File: config.mk
export PLATFORM = sky130hd
export DESIGN_NAME = imu_angle_frame_parser
export DESIGN_NICKNAME = d
export VERILOG_FILES = /design/src/rtl/iaf_pkg.sv /design/src/rtl/iaf_fifo.sv /design/src/rtl/iaf_front.sv /design/src/rtl/iaf_back.sv /design/src/rtl/imu_angle_frame_parser.sv
export SDC_FILE = /design/constraint.sdc
export NUM_CORES = 1
export LEC_CHECK = 0
export BUFFER_PORTS_ARGS = -buffer_cell sky130_fd_sc_hd__buf_2
export CAP_MARGIN = 30
export CORE_MARGIN = 2
export CORE_UTILIZATION = 50
export DETAILED_ROUTE_END_ITERATION = 16
export HOLD_SLACK_MARGIN = 0.08
export PLACE_DENSITY_LB_ADDON = 0.12
export RECOVER_POWER = 50
export SYNTH_ARGS = -nofsm -noshare
export SYNTH_HDL_FRONTEND = slang
export SYNTH_SLANG_ARGS = --single-unit
File: constraint.sdc
create_clock -name clock -period 8 [get_ports clock]
set_input_delay 0.4 -clock clock [delete_from_list [all_inputs] [get_ports clock]]
set_output_delay 0.4 -clock clock [all_outputs]
set_load 0.02 [all_outputs]
File: src/rtl/iaf_pkg.sv
`timescale 1ns / 1ps
// ----------------------------------------------------------------------------
// iaf_pkg
// Shared types and constants of the IMU angle frame parser.
// ----------------------------------------------------------------------------
package iaf_pkg;

   // Frame layout: sync, type, six angle bytes, three ignored bytes.
   localparam int unsigned FrameLen   = 11;
   localparam int unsigned AngleFirst = 2;
   localparam int unsigned AngleCount = 6;

   // Reset values of the configuration registers.
   localparam logic [7:0] SyncByteReset = 8'h55;
   localparam logic [7:0] TypeByteReset = 8'h53;

   // Register indexes on the configuration port.
   localparam logic RegSyncByte = 1'b0;
   localparam logic RegTypeByte = 1'b1;

   // Scaling and wrap points in Q13 degrees.
   localparam logic [5:0]  RawToQ13  = 6'd45;
   localparam logic [23:0] Deg270Q13 = 24'd2211840;
   localparam logic [23:0] Deg180Q13 = 24'd1474560;
   localparam logic [23:0] Deg360Q13 = 24'd2949120;

   // Byte positions inside a frame.
   localparam logic [3:0] PosSync    = 4'd0;
   localparam logic [3:0] PosType    = 4'd1;
   localparam logic [3:0] PosLast    = 4'(FrameLen - 1);
   localparam logic [3:0] PosAngleLo = 4'(AngleFirst);
   localparam logic [3:0] PosAngleHi = 4'(AngleFirst + AngleCount - 1);

   // Configuration seen by the front end.
   typedef struct packed {
      logic [7:0] sync_byte;
      logic [7:0] type_byte;
   } cfg_type;

   // Raw little-endian angles of one complete frame.
   typedef struct packed {
      logic [15:0] pitch_raw;
      logic [15:0] roll_raw;
      logic [15:0] yaw_raw;
   } raw_frame_type;

   // One scaled result.
   typedef struct packed {
      logic signed [22:0] pitch_angle;
      logic signed [22:0] roll_angle;
      logic signed [21:0] yaw_angle;
   } angle_set_type;

endpackage

File: src/rtl/iaf_fifo.sv
`timescale 1ns / 1ps
// ----------------------------------------------------------------------------
// iaf_fifo
// Small register-based FIFO used between the parser stages and at the output.
// ----------------------------------------------------------------------------
module iaf_fifo #(
   parameter int WIDTH = 8,
   parameter int DEPTH = 2
) (
   input  logic             clock,
   input  logic             reset,
   input  logic             wr_en,
   input  logic [WIDTH-1:0] wr_data,
   output logic             full,
   input  logic             rd_en,
   output logic [WIDTH-1:0] rd_data,
   output logic             empty
);

   localparam int PtrW = (DEPTH > 1) ? $clog2(DEPTH) : 1;
   localparam int CntW = $clog2(DEPTH + 1);

   logic [WIDTH-1:0] mem_ff [DEPTH];
   logic [PtrW-1:0]  wr_ptr_ff, wr_ptr_in;
   logic [PtrW-1:0]  rd_ptr_ff, rd_ptr_in;
   logic [CntW-1:0]  count_ff, count_in;
   logic             do_write;
   logic             do_read;

   // Status and transfer qualification.
   assign full     = (count_ff == CntW'(DEPTH));
   assign empty    = (count_ff == '0);
   assign do_write = wr_en && !full;
   assign do_read  = rd_en && !empty;
   assign rd_data  = mem_ff[rd_ptr_ff];

   // Pointer and fill count updates.
   always_comb begin
      wr_ptr_in = wr_ptr_ff;
      rd_ptr_in = rd_ptr_ff;
      count_in  = count_ff;
      if (do_write) begin
         wr_ptr_in = (wr_ptr_ff == PtrW'(DEPTH - 1)) ? '0 : wr_ptr_ff + 1'b1;
      end
      if (do_read) begin
         rd_ptr_in = (rd_ptr_ff == PtrW'(DEPTH - 1)) ? '0 : rd_ptr_ff + 1'b1;
      end
      if (do_write && !do_read) begin
         count_in = count_ff + 1'b1;
      end else if (do_read && !do_write) begin
         count_in = count_ff - 1'b1;
      end
   end

   always_ff @(posedge clock) begin
      if (reset) begin
         wr_ptr_ff <= '0;
         rd_ptr_ff <= '0;
         count_ff  <= '0;
      end else begin
         wr_ptr_ff <= wr_ptr_in;
         rd_ptr_ff <= rd_ptr_in;
         count_ff  <= count_in;
      end
   end

   // Storage needs no reset.
   always_ff @(posedge clock) begin
      if (do_write) begin
         mem_ff[wr_ptr_ff] <= wr_data;
      end
   end

endmodule

File: src/rtl/iaf_front.sv
`timescale 1ns / 1ps
// ----------------------------------------------------------------------------
// iaf_front
// Byte-level frame tracker: hunts for sync, checks the type byte and
// collects the six angle bytes of each frame.
// ----------------------------------------------------------------------------
module iaf_front (
   input  logic                   clock,
   input  logic                   reset,
   input  iaf_pkg::cfg_type       cfg,
   input  logic                   byte_accept,
   input  logic [7:0]             rx_byte,
   output logic                   last_byte,
   output logic                   frame_push,
   output iaf_pkg::raw_frame_type frame
);

   import iaf_pkg::*;

   logic [3:0] byte_position_ff, byte_position_in;
   logic [7:0] angle_bytes_ff [AngleCount];
   logic       angle_write;
   logic [2:0] angle_index;

   // The next byte closes a frame; the queue must have room for it.
   assign last_byte  = (byte_position_ff == PosLast);
   assign frame_push = byte_accept && last_byte;

   assign angle_write = byte_accept && (byte_position_ff >= PosAngleLo) &&
                        (byte_position_ff <= PosAngleHi);
   assign angle_index = byte_position_ff[2:0] - PosAngleLo[2:0];

   // Frame bytes 2..7 hold pitch, roll and yaw, low byte first.
   assign frame.pitch_raw = {angle_bytes_ff[1], angle_bytes_ff[0]};
   assign frame.roll_raw  = {angle_bytes_ff[3], angle_bytes_ff[2]};
   assign frame.yaw_raw   = {angle_bytes_ff[5], angle_bytes_ff[4]};

   // Position tracking: wait for sync, check type, then count to the end.
   always_comb begin
      byte_position_in = byte_position_ff;
      if (byte_accept) begin
         case (byte_position_ff)
            PosSync: begin
               byte_position_in = (rx_byte == cfg.sync_byte) ? PosType : PosSync;
            end
            PosType: begin
               byte_position_in = (rx_byte == cfg.type_byte) ? PosAngleLo : PosSync;
            end
            PosLast: begin
               byte_position_in = PosSync;
            end
            default: begin
               byte_position_in = byte_position_ff + 1'b1;
            end
         endcase
      end
   end

   always_ff @(posedge clock) begin
      if (reset) begin
         byte_position_ff <= PosSync;
      end else begin
         byte_position_ff <= byte_position_in;
      end
   end

   // Angle byte capture.
   always_ff @(posedge clock) begin
      if (angle_write) begin
         angle_bytes_ff[angle_index] <= rx_byte;
      end
   end

endmodule

File: src/rtl/iaf_back.sv
`timescale 1ns / 1ps
// ----------------------------------------------------------------------------
// iaf_back
// Angle scaling: converts raw frames to Q13 degrees and applies the wraps.
// ----------------------------------------------------------------------------
module iaf_back (
   input  logic                   frame_empty,
   input  iaf_pkg::raw_frame_type frame,
   output logic                   frame_pop,
   input  logic                   result_full,
   output logic                   result_push,
   output iaf_pkg::angle_set_type result
);

   import iaf_pkg::*;

   logic [21:0]        pitch_scaled;
   logic [21:0]        roll_scaled;
   logic [21:0]        yaw_scaled;
   logic signed [23:0] pitch_wrapped;
   logic signed [23:0] pitch_negated;
   logic signed [23:0] roll_wrapped;
   logic signed [23:0] yaw_wrapped;

   // Move a frame whenever the result buffer has room.
   assign frame_pop   = !frame_empty && !result_full;
   assign result_push = frame_pop;

   // raw * 180 / 32768 degrees is exactly raw * 45 in Q13.
   assign pitch_scaled = 22'(frame.pitch_raw) * 22'(RawToQ13);
   assign roll_scaled  = 22'(frame.roll_raw) * 22'(RawToQ13);
   assign yaw_scaled   = 22'(frame.yaw_raw) * 22'(RawToQ13);

   // Pitch and roll wrap at 270 degrees, yaw at 180 degrees.
   always_comb begin
      pitch_wrapped = signed'({2'b00, pitch_scaled});
      if ({2'b00, pitch_scaled} >= Deg270Q13) begin
         pitch_wrapped = signed'({2'b00, pitch_scaled} - Deg360Q13);
      end
      roll_wrapped = signed'({2'b00, roll_scaled});
      if ({2'b00, roll_scaled} >= Deg270Q13) begin
         roll_wrapped = signed'({2'b00, roll_scaled} - Deg360Q13);
      end
      yaw_wrapped = signed'({2'b00, yaw_scaled});
      if ({2'b00, yaw_scaled} >= Deg180Q13) begin
         yaw_wrapped = signed'({2'b00, yaw_scaled} - Deg360Q13);
      end
   end

   // Pitch is reported with the opposite sign.
   assign pitch_negated = -pitch_wrapped;

   assign result.pitch_angle = pitch_negated[22:0];
   assign result.roll_angle  = roll_wrapped[22:0];
   assign result.yaw_angle   = yaw_wrapped[21:0];

endmodule

File: src/rtl/imu_angle_frame_parser.sv
`timescale 1ns / 1ps
// ----------------------------------------------------------------------------
// imu_angle_frame_parser
// Both the frame queue and the result buffer are registered on the way out.
// Throughput: one byte per cycle unless full; one result per 11-byte frame.
// full rises only on the final byte of a frame, while the frame queue is full.
// Reset (synchronous, active high) clears the frame position, the queues and
// restores the sync and type registers to 0x55 and 0x53.
// ----------------------------------------------------------------------------
module imu_angle_frame_parser #(
   parameter int QUEUE_DEPTH  = 2,
   parameter int RESULT_DEPTH = 2
) (
   input  logic               clock,
   input  logic               reset,
   // Byte input
   input  logic               push,
   output logic               full,
   input  logic [7:0]         req_rx_byte,
   // Result output
   output logic               empty,
   input  logic               pop,
   output logic signed [22:0] rsp_pitch_angle,
   output logic signed [22:0] rsp_roll_angle,
   output logic signed [21:0] rsp_yaw_angle,
   // Configuration
   input  logic               psel,
   input  logic               penable,
   input  logic               pwrite,
   input  logic [2:0]         paddr,
   input  logic [31:0]        pwdata,
   output logic [31:0]        prdata,
   output logic               pready
);

   import iaf_pkg::*;

   logic [7:0]    sync_byte_ff;
   logic [7:0]    type_byte_ff;
   cfg_type       cfg;
   logic          csr_write;
   logic          byte_accept;
   logic          last_byte;
   logic          frame_push;
   raw_frame_type frame_in;
   raw_frame_type frame_out;
   logic          queue_full;
   logic          queue_empty;
   logic          frame_pop;
   logic          result_push;
   logic          result_full;
   angle_set_type result_in;
   angle_set_type result_out;

   // Configuration registers.
   assign pready    = 1'b1;
   assign csr_write = psel && penable && pwrite && pready;

   always_ff @(posedge clock) begin
      if (reset) begin
         sync_byte_ff <= SyncByteReset;
         type_byte_ff <= TypeByteReset;
      end else if (csr_write) begin
         if (paddr[2] == RegSyncByte) begin
            sync_byte_ff <= pwdata[7:0];
         end else begin
            type_byte_ff <= pwdata[7:0];
         end
      end
   end

   assign prdata = (paddr[2] == RegSyncByte) ? {24'd0, sync_byte_ff}
                                             : {24'd0, type_byte_ff};

   assign cfg.sync_byte = sync_byte_ff;
   assign cfg.type_byte = type_byte_ff;

   // Input transfer stalls only when a frame cannot be queued.
   assign full        = last_byte && queue_full;
   assign byte_accept = push && !full;

   iaf_front u_front (
      .clock       (clock),
      .reset       (reset),
      .cfg         (cfg),
      .byte_accept (byte_accept),
      .rx_byte     (req_rx_byte),
      .last_byte   (last_byte),
      .frame_push  (frame_push),
      .frame       (frame_in)
   );

   // Frame queue between front and back.
   iaf_fifo #(
      .WIDTH ($bits(raw_frame_type)),
      .DEPTH (QUEUE_DEPTH)
   ) u_frame_queue (
      .clock   (clock),
      .reset   (reset),
      .wr_en   (frame_push),
      .wr_data (frame_in),
      .full    (queue_full),
      .rd_en   (frame_pop),
      .rd_data (frame_out),
      .empty   (queue_empty)
   );

   iaf_back u_back (
      .frame_empty (queue_empty),
      .frame       (frame_out),
      .frame_pop   (frame_pop),
      .result_full (result_full),
      .result_push (result_push),
      .result      (result_in)
   );

   // Result buffer drives the output ports.
   iaf_fifo #(
      .WIDTH ($bits(angle_set_type)),
      .DEPTH (RESULT_DEPTH)
   ) u_result_queue (
      .clock   (clock),
      .reset   (reset),
      .wr_en   (result_push),
      .wr_data (result_in),
      .full    (result_full),
      .rd_en   (pop),
      .rd_data (result_out),
      .empty   (empty)
   );

   assign rsp_pitch_angle = result_out.pitch_angle;
   assign rsp_roll_angle  = result_out.roll_angle;
   assign rsp_yaw_angle   = result_out.yaw_angle;

endmodule

==> flow_summary_export.csv, run 1 <==
group,metric,value,unit
clock_network,cts_root_buf,"clkbuf_16",
finish,design_area,20500,µm²
detailed_routing,routedWlPerCell,16.2,µm
detailed_routing,ant_nets,0,
sta,setup-tns-final,0,ns
critical_path,r2r-end,"u_result_queue.mem_ff[1][17]",
sta,max_freq,149,MHz
detailed_routing,wl_met2,15900,µm
clock_network,clk_path_buf_depth,3,
status,outcome,"complete, but fails checks",
clock_network,cts_buffers,35,
global_routing,grt_max_degree,69,
critical_path,r2r_cells,20,
detailed_routing,drtPass1Iterations,5,
floorplanning,row_count,70,
detailed_routing,wl_met1,16300,µm
clock_network,clk_pin_slew,0.06,ns
synth,synth-edff-count,280,
placed_design,port-buffer-count,101,
detailed_routing,route.detailed.drc,0,
sta,skew,0.0266,ns
global_routing,first_global_vias,11100,
sta,worst_slew_pin_slew,2.33,ns
clock_network,cts.htree.levels,2,
synth,syn_inst,1473,
placed_design,dpl-instance-area,19300,µm²
detailed_routing,route.met3.wl,1100,µm
clock_network,cts.sinks,310,
critical_path,cp-end-kind,"register",
global_routing,grt_pass1_wl,55300,µm
sta,grt_setup_unrepaired,"false",
sta,setup_violations,0,
synth,ys.warnings.count,0,
status,violations,"max-capacitance violations, max-slew violations",
floorplanning,die_w,195,µm
detailed_routing,totalWireLength,34000,µm
critical_path,path_max_fanout,32,
sta,maxSlewViolCount,142,
placed_design,gp_congestion,0.833,
detailed_routing,vias_per_cell,5.25,
min_path,min_to,"u_front.byte_position_ff[2]",
finish,drive_gt1_frac,0.167,
synth,ys.flop_type,"edfxtp_1",
floorplanning,coreArea,36300,µm²
synth,ys_seq_area_frac,0.491,
min_path,hold_class,"primary input to register",
critical_path,r2r_slack,1.28,ns
clock_network,cts_tree,"built",
job,cap_violations,4,
floorplanning,fp.dieH,195,µm
detailed_routing,top_layer_used,"met4",
finish,antenna_cells,0,
synth,avgSynthCellArea,12.4,µm²
sta,relSlewSlack,-0.551,
global_routing,grt_usage,0.182,
synth,synthArstFlopShare,0,
critical_path,crit_arrival,6.98,ns
critical_path,crit_chain,"buf_4, mux2_1, ha_1, inv_1, fa_1, fa_1, inv_1, ha_1, nor2b_1, o31ai_1, a211o_1, a2111oi_0, a211oi_1, ha_1, nand2_1, mux2i_1, nor2_1, o21ba_2, o21a_1, mux2i_1",
sta,fin_crit,6.72,ns
floorplanning,ios,153,
global_routing,overflow,0,
detailed_routing,vias,11000,
min_path,min_from,"push",
min_path,hold_depth,4,
synth,ys_seq_elements,310,
critical_path,criticalPathCategory,"register to register",
critical_path,crit_top_cell,"ha_1",
critical_path,slowest_delay,0.89,ns
synth,netlist_area,18300,µm²
floorplanning,die_area,38200,µm²
critical_path,required,8.26,ns
finish,fin_nets,1866,
critical_path,cp_slowest_cell,"dfxtp_1",
sta,timing.final.crit_share,0.840,
sta,hold_viol,0,
placed_design,hpwl,24000,µm
floorplanning,start_util,0.504,
critical_path,startpoint_type,"register",
synth,yosysUniqueCellTypes,72,
detailed_routing,drt_iter0_markers,534,
global_routing,antenna_found_initial,0,
finish,area_growth,11.6,%
clock_network,clk_latency,0.56,ns
per-layer routing:
layer | GRT usage | vias to the layer above
met5 | 0 | -
met4 | 0.0534 | 0
met3 | 0.0307 | 45
met2 | 0.301 | 161
met1 | 0.247 | 5334
li1 | - | 5461
area by class of cell:
| cell class | instances | area [µm²] |
|---|---|---|
| Fill cell | 3060 | 15900 |
| Sequential cell | 310 | 9010 |
| Multi-Input combinational cell | 933 | 8380 |
| Clock buffer | 43 | 906 |
| Inverter | 200 | 751 |
| Timing Repair Buffer | 123 | 643 |
| Tap cell | 468 | 586 |
| Clock inverter | 19 | 184 |
cell families after synthesis:
kind of cell,Yosys count,share of synthesized area
flops,310,0.491
fa+ha+maj,213,0.174
simple gates,249,0.0691
xor+xnor,88,0.0420
mux,139,0.0841
buf+inv,253,0.0571
compound gates,219,0.0818
other cells,2,0.000410
Yosys cell counts, types with 14 or more instances:
cell / number / area, µm²
edfxtp_1: 280 / 8410
inv_1: 200 / 751
ha_1: 143 / 1790
mux2_2: 120 / 1350
fa_1: 70 / 1400
nor2_1: 66 / 248
a21oi_1: 62 / 310
nand2_1: 54 / 203
xnor2_1: 52 / 455
o21ai_0: 36 / 180
xor2_1: 36 / 315
dfxtp_1: 30 / 601
buf_4: 25 / 188
mux2i_1: 19 / 190
clkbuf_1: 18 / 67.6
nand3_1: 17 / 85.1
a21o_1: 16 / 120
nor3_1: 14 / 70.1
layout by cell type, fill, tap and decap left out, types with 35 or more instances in the layout:
cell type	n
mux2_2	116
fa_1	70
xor2_1	36
nand2_1	54
clkbuf_16	35
clkbuf_1	36
buf_2	83
o21ai_0	36
edfxtp_1	280
nor2_1	64
xnor2_1	52
inv_1	200
ha_1	143
a21oi_1	62
what timing repair did:
action / in CTS / in global routing
hold buffers: 8 / 0
endpoints found under the hold margin: 16 / 0
resized for setup: 0 / 0
buffers inserted: 0 / 0
registers in the layout, indices dropped and copies added (netlist names), named ones only:
signal	flops
type_byte_ff	8
u_result_queue.wr_ptr_ff	1
u_frame_queue.count_ff	2
u_front.angle_bytes_ff	48
u_result_queue.rd_ptr_ff	1
u_result_queue.mem_ff	136
u_frame_queue.mem_ff	96
u_result_queue.count_ff	2
u_frame_queue.wr_ptr_ff	1
sync_byte_ff	8
u_front.byte_position_ff	4
u_frame_queue.rd_ptr_ff	1
stage by stage:
| step | setup slack (ns) | utilization | std cells | hold slack (ns) |
|---|---|---|---|---|
| 3_5_place_dp | 1.60 | 0.531 | 2022 | 0.431 |
| 4_1_cts | 1.53 | 0.564 | 2092 | 0.205 |
| 5_1_grt | 0.701 | 0.563 | 2096 | 0.294 |
| 2_1_floorplan | 2.04 | - | 1496 | 0.421 |
| 6_report | 1.28 | 0.563 | 2096 | 0.258 |
| 3_3_place_gp | 1.65 | 0.531 | 2021 | 0.422 |
how the worst max path moves through the flow:
stage	end	startpoint	slack [ns]
after floorplan	u_result_queue.mem_ff[0][67]	register	2.04
after global placement	u_result_queue.mem_ff[0][17]	register	1.65
after detailed placement	u_result_queue.mem_ff[0][17]	register	1.60
after CTS	u_result_queue.mem_ff[1][17]	register	1.53
after global routing	u_result_queue.mem_ff[0][17]	register	0.70
final	u_result_queue.mem_ff[1][17]	register	1.28
critical path, delay by kind of cell (launching register included):
family                   cells  cell delay (ns)
adder cells (fa/ha/maj)      5             1.94
AO/OA/AOI/OAI                6             1.86
flip-flops                   1             0.89
multiplexers                 3             0.80
buffers and inverters        3             0.63
AND/OR/NAND/NOR              3             0.27
Power of run 1 is not shown: default switching activity piles up to over one toggle a cycle in this logic, so the estimate is an artifact.
==> run 2: changes to the inputs <==
- clock period: 8 -> 6.12 ns (I/O delays scaled with it)
==> run 2 against run 1 <==
Net effect: the run still ends with max-capacitance violations, max-slew violations left; final area grew 1.0%; die area is the same; cell count grew 0.52%; clock skew shrank 0.0032 ns; routed wire length grew 2.6%; critical path depth shrank 1; non-clock buffer count grew 10; setup slack lost 0.92 ns; critical endpoint is now u_result_queue.mem_ff[1][67]; clock-buffer cell count is the same.
==> flow_summary_export.csv, run 2 (same netlist as run 1, synthesis figures left out) <==
group,metric,value,unit
floorplanning,row_count,70,
sta,max_freq,174,MHz
floorplanning,ios,153,
job,cap_violations,2,
min_path,hold_class,"primary input to register",
global_routing,grt_usage,0.188,
critical_path,criticalPathCategory,"register to register",
placed_design,gp_congestion,0.825,
floorplanning,coreArea,36300,µm²
finish,final_common_cell,"edfxtp_1",
placed_design,port-buffer-count,101,
floorplanning,start_util,0.504,
sta,skew,0.0234,ns
finish,antenna_cells,0,
critical_path,required,6.37,ns
floorplanning,fp.dieH,195,µm
global_routing,grt_max_degree,69,
critical_path,crit_arrival,6.01,ns
global_routing,antenna_found_initial,1,
finish,fin_nets,1876,
status,violations,"max-capacitance violations, max-slew violations",
clock_network,cts.sinks,310,
finish,regMostFlops,"u_result_queue.mem_ff",
finish,largest_reg_flops,136,
clock_network,clk_path_buf_depth,3,
clock_network,cts.htree.levels,2,
global_routing,grt_pass1_wl,57300,µm
critical_path,startpoint_type,"register",
detailed_routing,vias_per_cell,5.28,
detailed_routing,drtPass1Iterations,5,
critical_path,cp_slowest_cell,"fa_1",
global_routing,overflow,0,
clock_network,clk_pin_slew,0.06,ns
critical_path,cp-end-kind,"register",
clock_network,cts_root_buf,"clkbuf_16",
floorplanning,die_w,195,µm
finish,final_cell_mix,"edfxtp_1 (280), inv_1 (200), ha_1 (143)",
critical_path,slowest_delay,0.51,ns
global_routing,first_global_vias,11500,
clock_network,cts_buffers,35,
placed_design,hpwl,24900,µm
clock_network,clk_latency,0.55,ns
critical_path,crit_chain,"mux2_2, ha_1, xor2_1, ha_1, inv_1, fa_1, inv_1, ha_1, or2_1, a41o_4, a31o_2, a311o_1, o21ai_1, inv_1, ha_1, nor2_1, or4b_1, a21oi_1, o21ai_0",
detailed_routing,ant_nets,0,
sta,timing.final.crit_share,0.941,
finish,fillCellCount,3043,
detailed_routing,routedWlPerCell,16.6,µm
sta,fin_crit,5.76,ns
min_path,min_from,"push",
critical_path,crit_top_cell,"ha_1",
detailed_routing,vias,11100,
clock_network,cts_tree,"built",
sta,maxSlewViolCount,60,
detailed_routing,route.detailed.drc,0,
status,outcome,"complete, but fails checks",
sta,relSlewSlack,-0.226,
sta,hold_viol,0,
detailed_routing,totalWireLength,34900,µm
floorplanning,die_area,38200,µm²
sta,setup-tns-final,0,ns
finish,top_regs,"u_result_queue.mem_ff (136), u_frame_queue.mem_ff (96), u_front.angle_bytes_ff (48)",
critical_path,path_max_fanout,14,
sta,worst_slew_pin_slew,1.84,ns
finish,area_growth,12.8,%
finish,drive_gt1_frac,0.170,
detailed_routing,drt_iter0_markers,476,
sta,grt_setup_unrepaired,"false",
sta,setup_violations,0,
==> run 2: stage by stage <==
step	std cells	cell area, µm²	hold slack (ns)	setup WS [ns]	utilization
6_report	2107	20700	0.183	0.363	0.569
5_1_grt	2107	20700	0.218	0.0243	0.569
4_1_cts	2106	20700	0.134	0.152	0.571
3_5_place_dp	2035	19400	0.431	0.173	0.535
3_3_place_gp	2031	19400	0.422	0.252	0.533
2_1_floorplan	1496	18400	0.405	0.158	-
==> run 2: worst max-delay path: cells and delay by family, from the launching register on <==
kind / cells / cell delay [ns]
simple gates: 3 / 0.88
compound gates: 6 / 1.59
flops: 1 / 0.47
mux: 1 / 0.39
buf+inv: 3 / 0.19
xor+xnor: 1 / 0.18
fa+ha+maj: 5 / 1.76
==> run 2: timing repair <==
action	CTS	global route
endpoints found under the hold margin	16	0
endpoints found under the setup margin	0	20
resized for setup	0	4
hold buffers	8	0
setup buffers	0	0
==> run 2: final cells by class <==
| cell class | count | area [µm²] | area share |
|---|---|---|---|
| tap | 468 | 586 | 0.0283 |
| multi-input combinational | 933 | 8380 | 0.405 |
| clock buffer | 43 | 926 | 0.0448 |
| inverter | 200 | 751 | 0.0363 |
| timing repair buffer | 133 | 719 | 0.0348 |
| sequential | 310 | 9010 | 0.436 |
| clock inverter | 20 | 302 | 0.0146 |
==> run 2: worst paths after layout <==
kind,endpoint,cells past startpoint,slack [ns]
max,u_result_queue.mem_ff[1][67],19,0.36
min,u_front.byte_position_ff[2],4,0.18
max reg2reg,u_result_queue.mem_ff[1][67],19,0.36
min reg2reg,u_frame_queue.mem_ff[0][0],0,0.44
==> run 2: metal layers <==
layer  GRT usage  wire length, µm  up-vias
met2       0.313            16200      156
met1       0.257            16800     5445
met4      0.0520              662        0
li1            -                -     5473
met3      0.0282             1210       50
met5           0                0        -
Power of run 2 is left out for the same reason.
==> run 3: changes to the inputs <==
- ABC_AREA: not set -> 1
- CELL_PAD_IN_SITES_DETAIL_PLACEMENT: not set -> 1
- CELL_PAD_IN_SITES_GLOBAL_PLACEMENT: not set -> 2
- CORE_UTILIZATION: 50 -> 36
- GPL_TIMING_DRIVEN: not set -> 0
==> run 3 against run 2 <==
Net effect: the run still ends with max-capacitance violations, max-slew violations left; critical path depth increased by 8; sequential cell count unchanged; non-clock buffer count increased by 36; critical endpoint unchanged; register-to-register slack improved by 0.29 ns; sequential share of layout area decreased by 1.4 points; fmax increased by 5.4%; clock skew decreased by 0.0031 ns.
==> flow_summary_export.csv, run 3 <==
group,metric,value,unit
detailed_routing,routedWlPerCell,15.6,µm
synth,ys.flop_type,"edfxtp_1",
critical_path,crit_arrival,5.74,ns
synth,syn_inst,1786,
floorplanning,start_util,0.363,
status,violations,"max-capacitance violations, max-slew violations",
clock_network,clk_latency,0.55,ns
sta,hold_viol,0,
placed_design,dpl-instance-area,20200,µm²
global_routing,overflow,0,
finish,regMostFlops,"u_result_queue.mem_ff",
global_routing,first_global_vias,13300,
floorplanning,ios,153,
finish,final_cell_mix,"nand2_1 (358), inv_1 (321), edfxtp_1 (280)",
sta,max_freq,183,MHz
synth,yosysUniqueCellTypes,56,
sta,relSlewSlack,-0.187,
finish,design_area,21300,µm²
global_routing,grt_pass1_wl,68600,µm
floorplanning,die_area,53500,µm²
detailed_routing,route.detailed.drc,0,
clock_network,cts_buffers,35,
status,outcome,"complete, but fails checks",
finish,top_regs,"u_result_queue.mem_ff (136), u_frame_queue.mem_ff (96), u_front.angle_bytes_ff (48)",
synth,synth-edff-count,280,
floorplanning,row_count,83,
global_routing,grt_usage,0.162,
min_path,hold_class,"primary input to register",
finish,area_growth,14.7,%
clock_network,clk_pin_slew,0.06,ns
floorplanning,die_w,231,µm
detailed_routing,drtPass1Iterations,4,
finish,largest_reg_flops,136,
clock_network,cts_root_buf,"clkbuf_16",
sta,skew,0.0203,ns
synth,synthArstFlopShare,0,
sta,grt_setup_unrepaired,"false",
finish,fillCellCount,5684,
floorplanning,coreArea,51200,µm²
detailed_routing,vias,12200,
synth,netlist_area,18600,µm²
detailed_routing,ant_nets,0,
critical_path,cp-end-kind,"register",
synth,yosysTopAreaCellShare,0.452,
sta,worst_slew_pin_slew,1.78,ns
clock_network,cts_tree,"built",
synth,avgSynthCellArea,10.4,µm²
placed_design,port-buffer-count,101,
floorplanning,fp.dieH,231,µm
synth,synth_top_cell_by_area,"edfxtp_1",
critical_path,criticalPathCategory,"register to register",
finish,fin_nets,2229,
synth,ys_seq_elements,310,
synth,ys_top_cells_by_area,"edfxtp_1 (45%), ha_1 (9.6%), fa_1 (7.5%)",
critical_path,path_max_fanout,10,
sta,maxSlewViolCount,147,
clock_network,cts.htree.levels,2,
detailed_routing,totalWireLength,41600,µm
sta,timing.final.crit_share,0.893,
critical_path,required,6.39,ns
clock_network,cts.sinks,310,
critical_path,startpoint_type,"register",
clock_network,clk_path_buf_depth,3,
global_routing,grt_max_degree,32,
detailed_routing,vias_per_cell,4.58,
placed_design,hpwl,32600,µm
finish,final_common_cell,"nand2_1",
finish,antenna_cells,0,
job,cap_violations,6,
detailed_routing,drt_iter0_markers,390,
global_routing,antenna_found_initial,0,
sta,fin_crit,5.46,ns
finish,drive_gt1_frac,0.150,
sta,setup_violations,0,
synth,ys.warnings.count,0,
synth,synth_top_cells_by_count,"nand2_1 (358), inv_1 (320), edfxtp_1 (280)",
synth,ys_seq_area_frac,0.484,
placed_design,gp_congestion,0.768,
synth,synth_most_common_cell,"nand2_1",
critical_path,r2r_slack,0.66,ns
## run 3: cells by family (layout without fill, tap and decap cells)
logic type	count (synthesis)	after routing	share of synthesized area
AOI/OAI and AO/OA	159	159	0.0476
xor gates and xnor gates	73	73	0.0348
adders and majority gates	213	213	0.172
buffers and inverters	374	557	0.0805
DFF	310	310	0.484
muxes	68	68	0.0412
other	2	25	0.000404
and+or+nand+nor	587	587	0.140
## run 3: timing repair
item | CTS | global route
setup endpoints to repair | 0 | 28
setup buffers | 0 | 0
resized for setup | 0 | 11
hold buffers | 10 | 0
hold endpoints to repair | 16 | 0
## run 3: per-stage QoR
step	TNS (ns)	utilization	instances	setup WS, ns	hold slack (ns)
floorplan	0	-	1809	1.44	0.405
global placement	-18.64	0.391	2590	-0.165	0.422
detailed placement	0	0.395	2600	0.140	0.431
CTS	0	0.419	2673	0.125	0.119
global route	0	0.417	2672	0.0373	0.221
finish	0	0.417	2672	0.656	0.195
## run 3: path summary, 6_finish.rpt
kind | depth (start not counted) | from | end
worst min register to register | 0 | u_front.angle_bytes_ff[1][0] | u_frame_queue.mem_ff[0][40]
worst max-delay path | 27 | register | u_result_queue.mem_ff[1][67]
worst max register to register | 27 | register | u_result_queue.mem_ff[1][67]
worst min-delay path | 4 | paddr[2] | sync_byte_ff[7]
## run 3: critical path, cell delays in order, from the launching register on
cell	delay, ns
dfxtp_1	0.42
clkbuf_2	0.28
clkbuf_1	0.46
nand2_1	0.09
nand2_1	0.13
ha_1	0.30
xor2_1	0.17
ha_1	0.28
inv_1	0.05
fa_1	0.50
inv_1	0.04
ha_1	0.38
nand2_1	0.12
nor2_1	0.29
nand3_1	0.18
nand3_1	0.10
nand2_1	0.05
nand2_1	0.15
ha_1	0.18
nand3_1	0.08
nand2_2	0.12
nor2_1	0.05
nor2_1	0.17
nand2_1	0.08
nand2_1	0.11
inv_1	0.06
nor3_1	0.18
a21oi_1	0.13
## run 3: cell type report
| class | count | area (µm²) | share of cell area |
|---|---|---|---|
| clock inverters | 19 | 189 | 0.00886 |
| inverters | 325 | 1220 | 0.0572 |
| repair buffers | 121 | 671 | 0.0314 |
| flip-flops and latches | 310 | 9010 | 0.422 |
| plain buffers | 48 | 280 | 0.0131 |
| multi-input cells | 1125 | 8190 | 0.384 |
| well taps | 680 | 851 | 0.0399 |
| clock buffers | 44 | 920 | 0.0431 |
## run 3: per-layer routing
layer	up-vias	GRT usage	part of all wire
li1	6180	-	-
met1	5872	0.206	0.46
met2	127	0.283	0.49
met3	51	0.0241	0.031
met4	0	0.0478	0.023
met5	-	0	0
Power of run 3 is left out for the same reason.
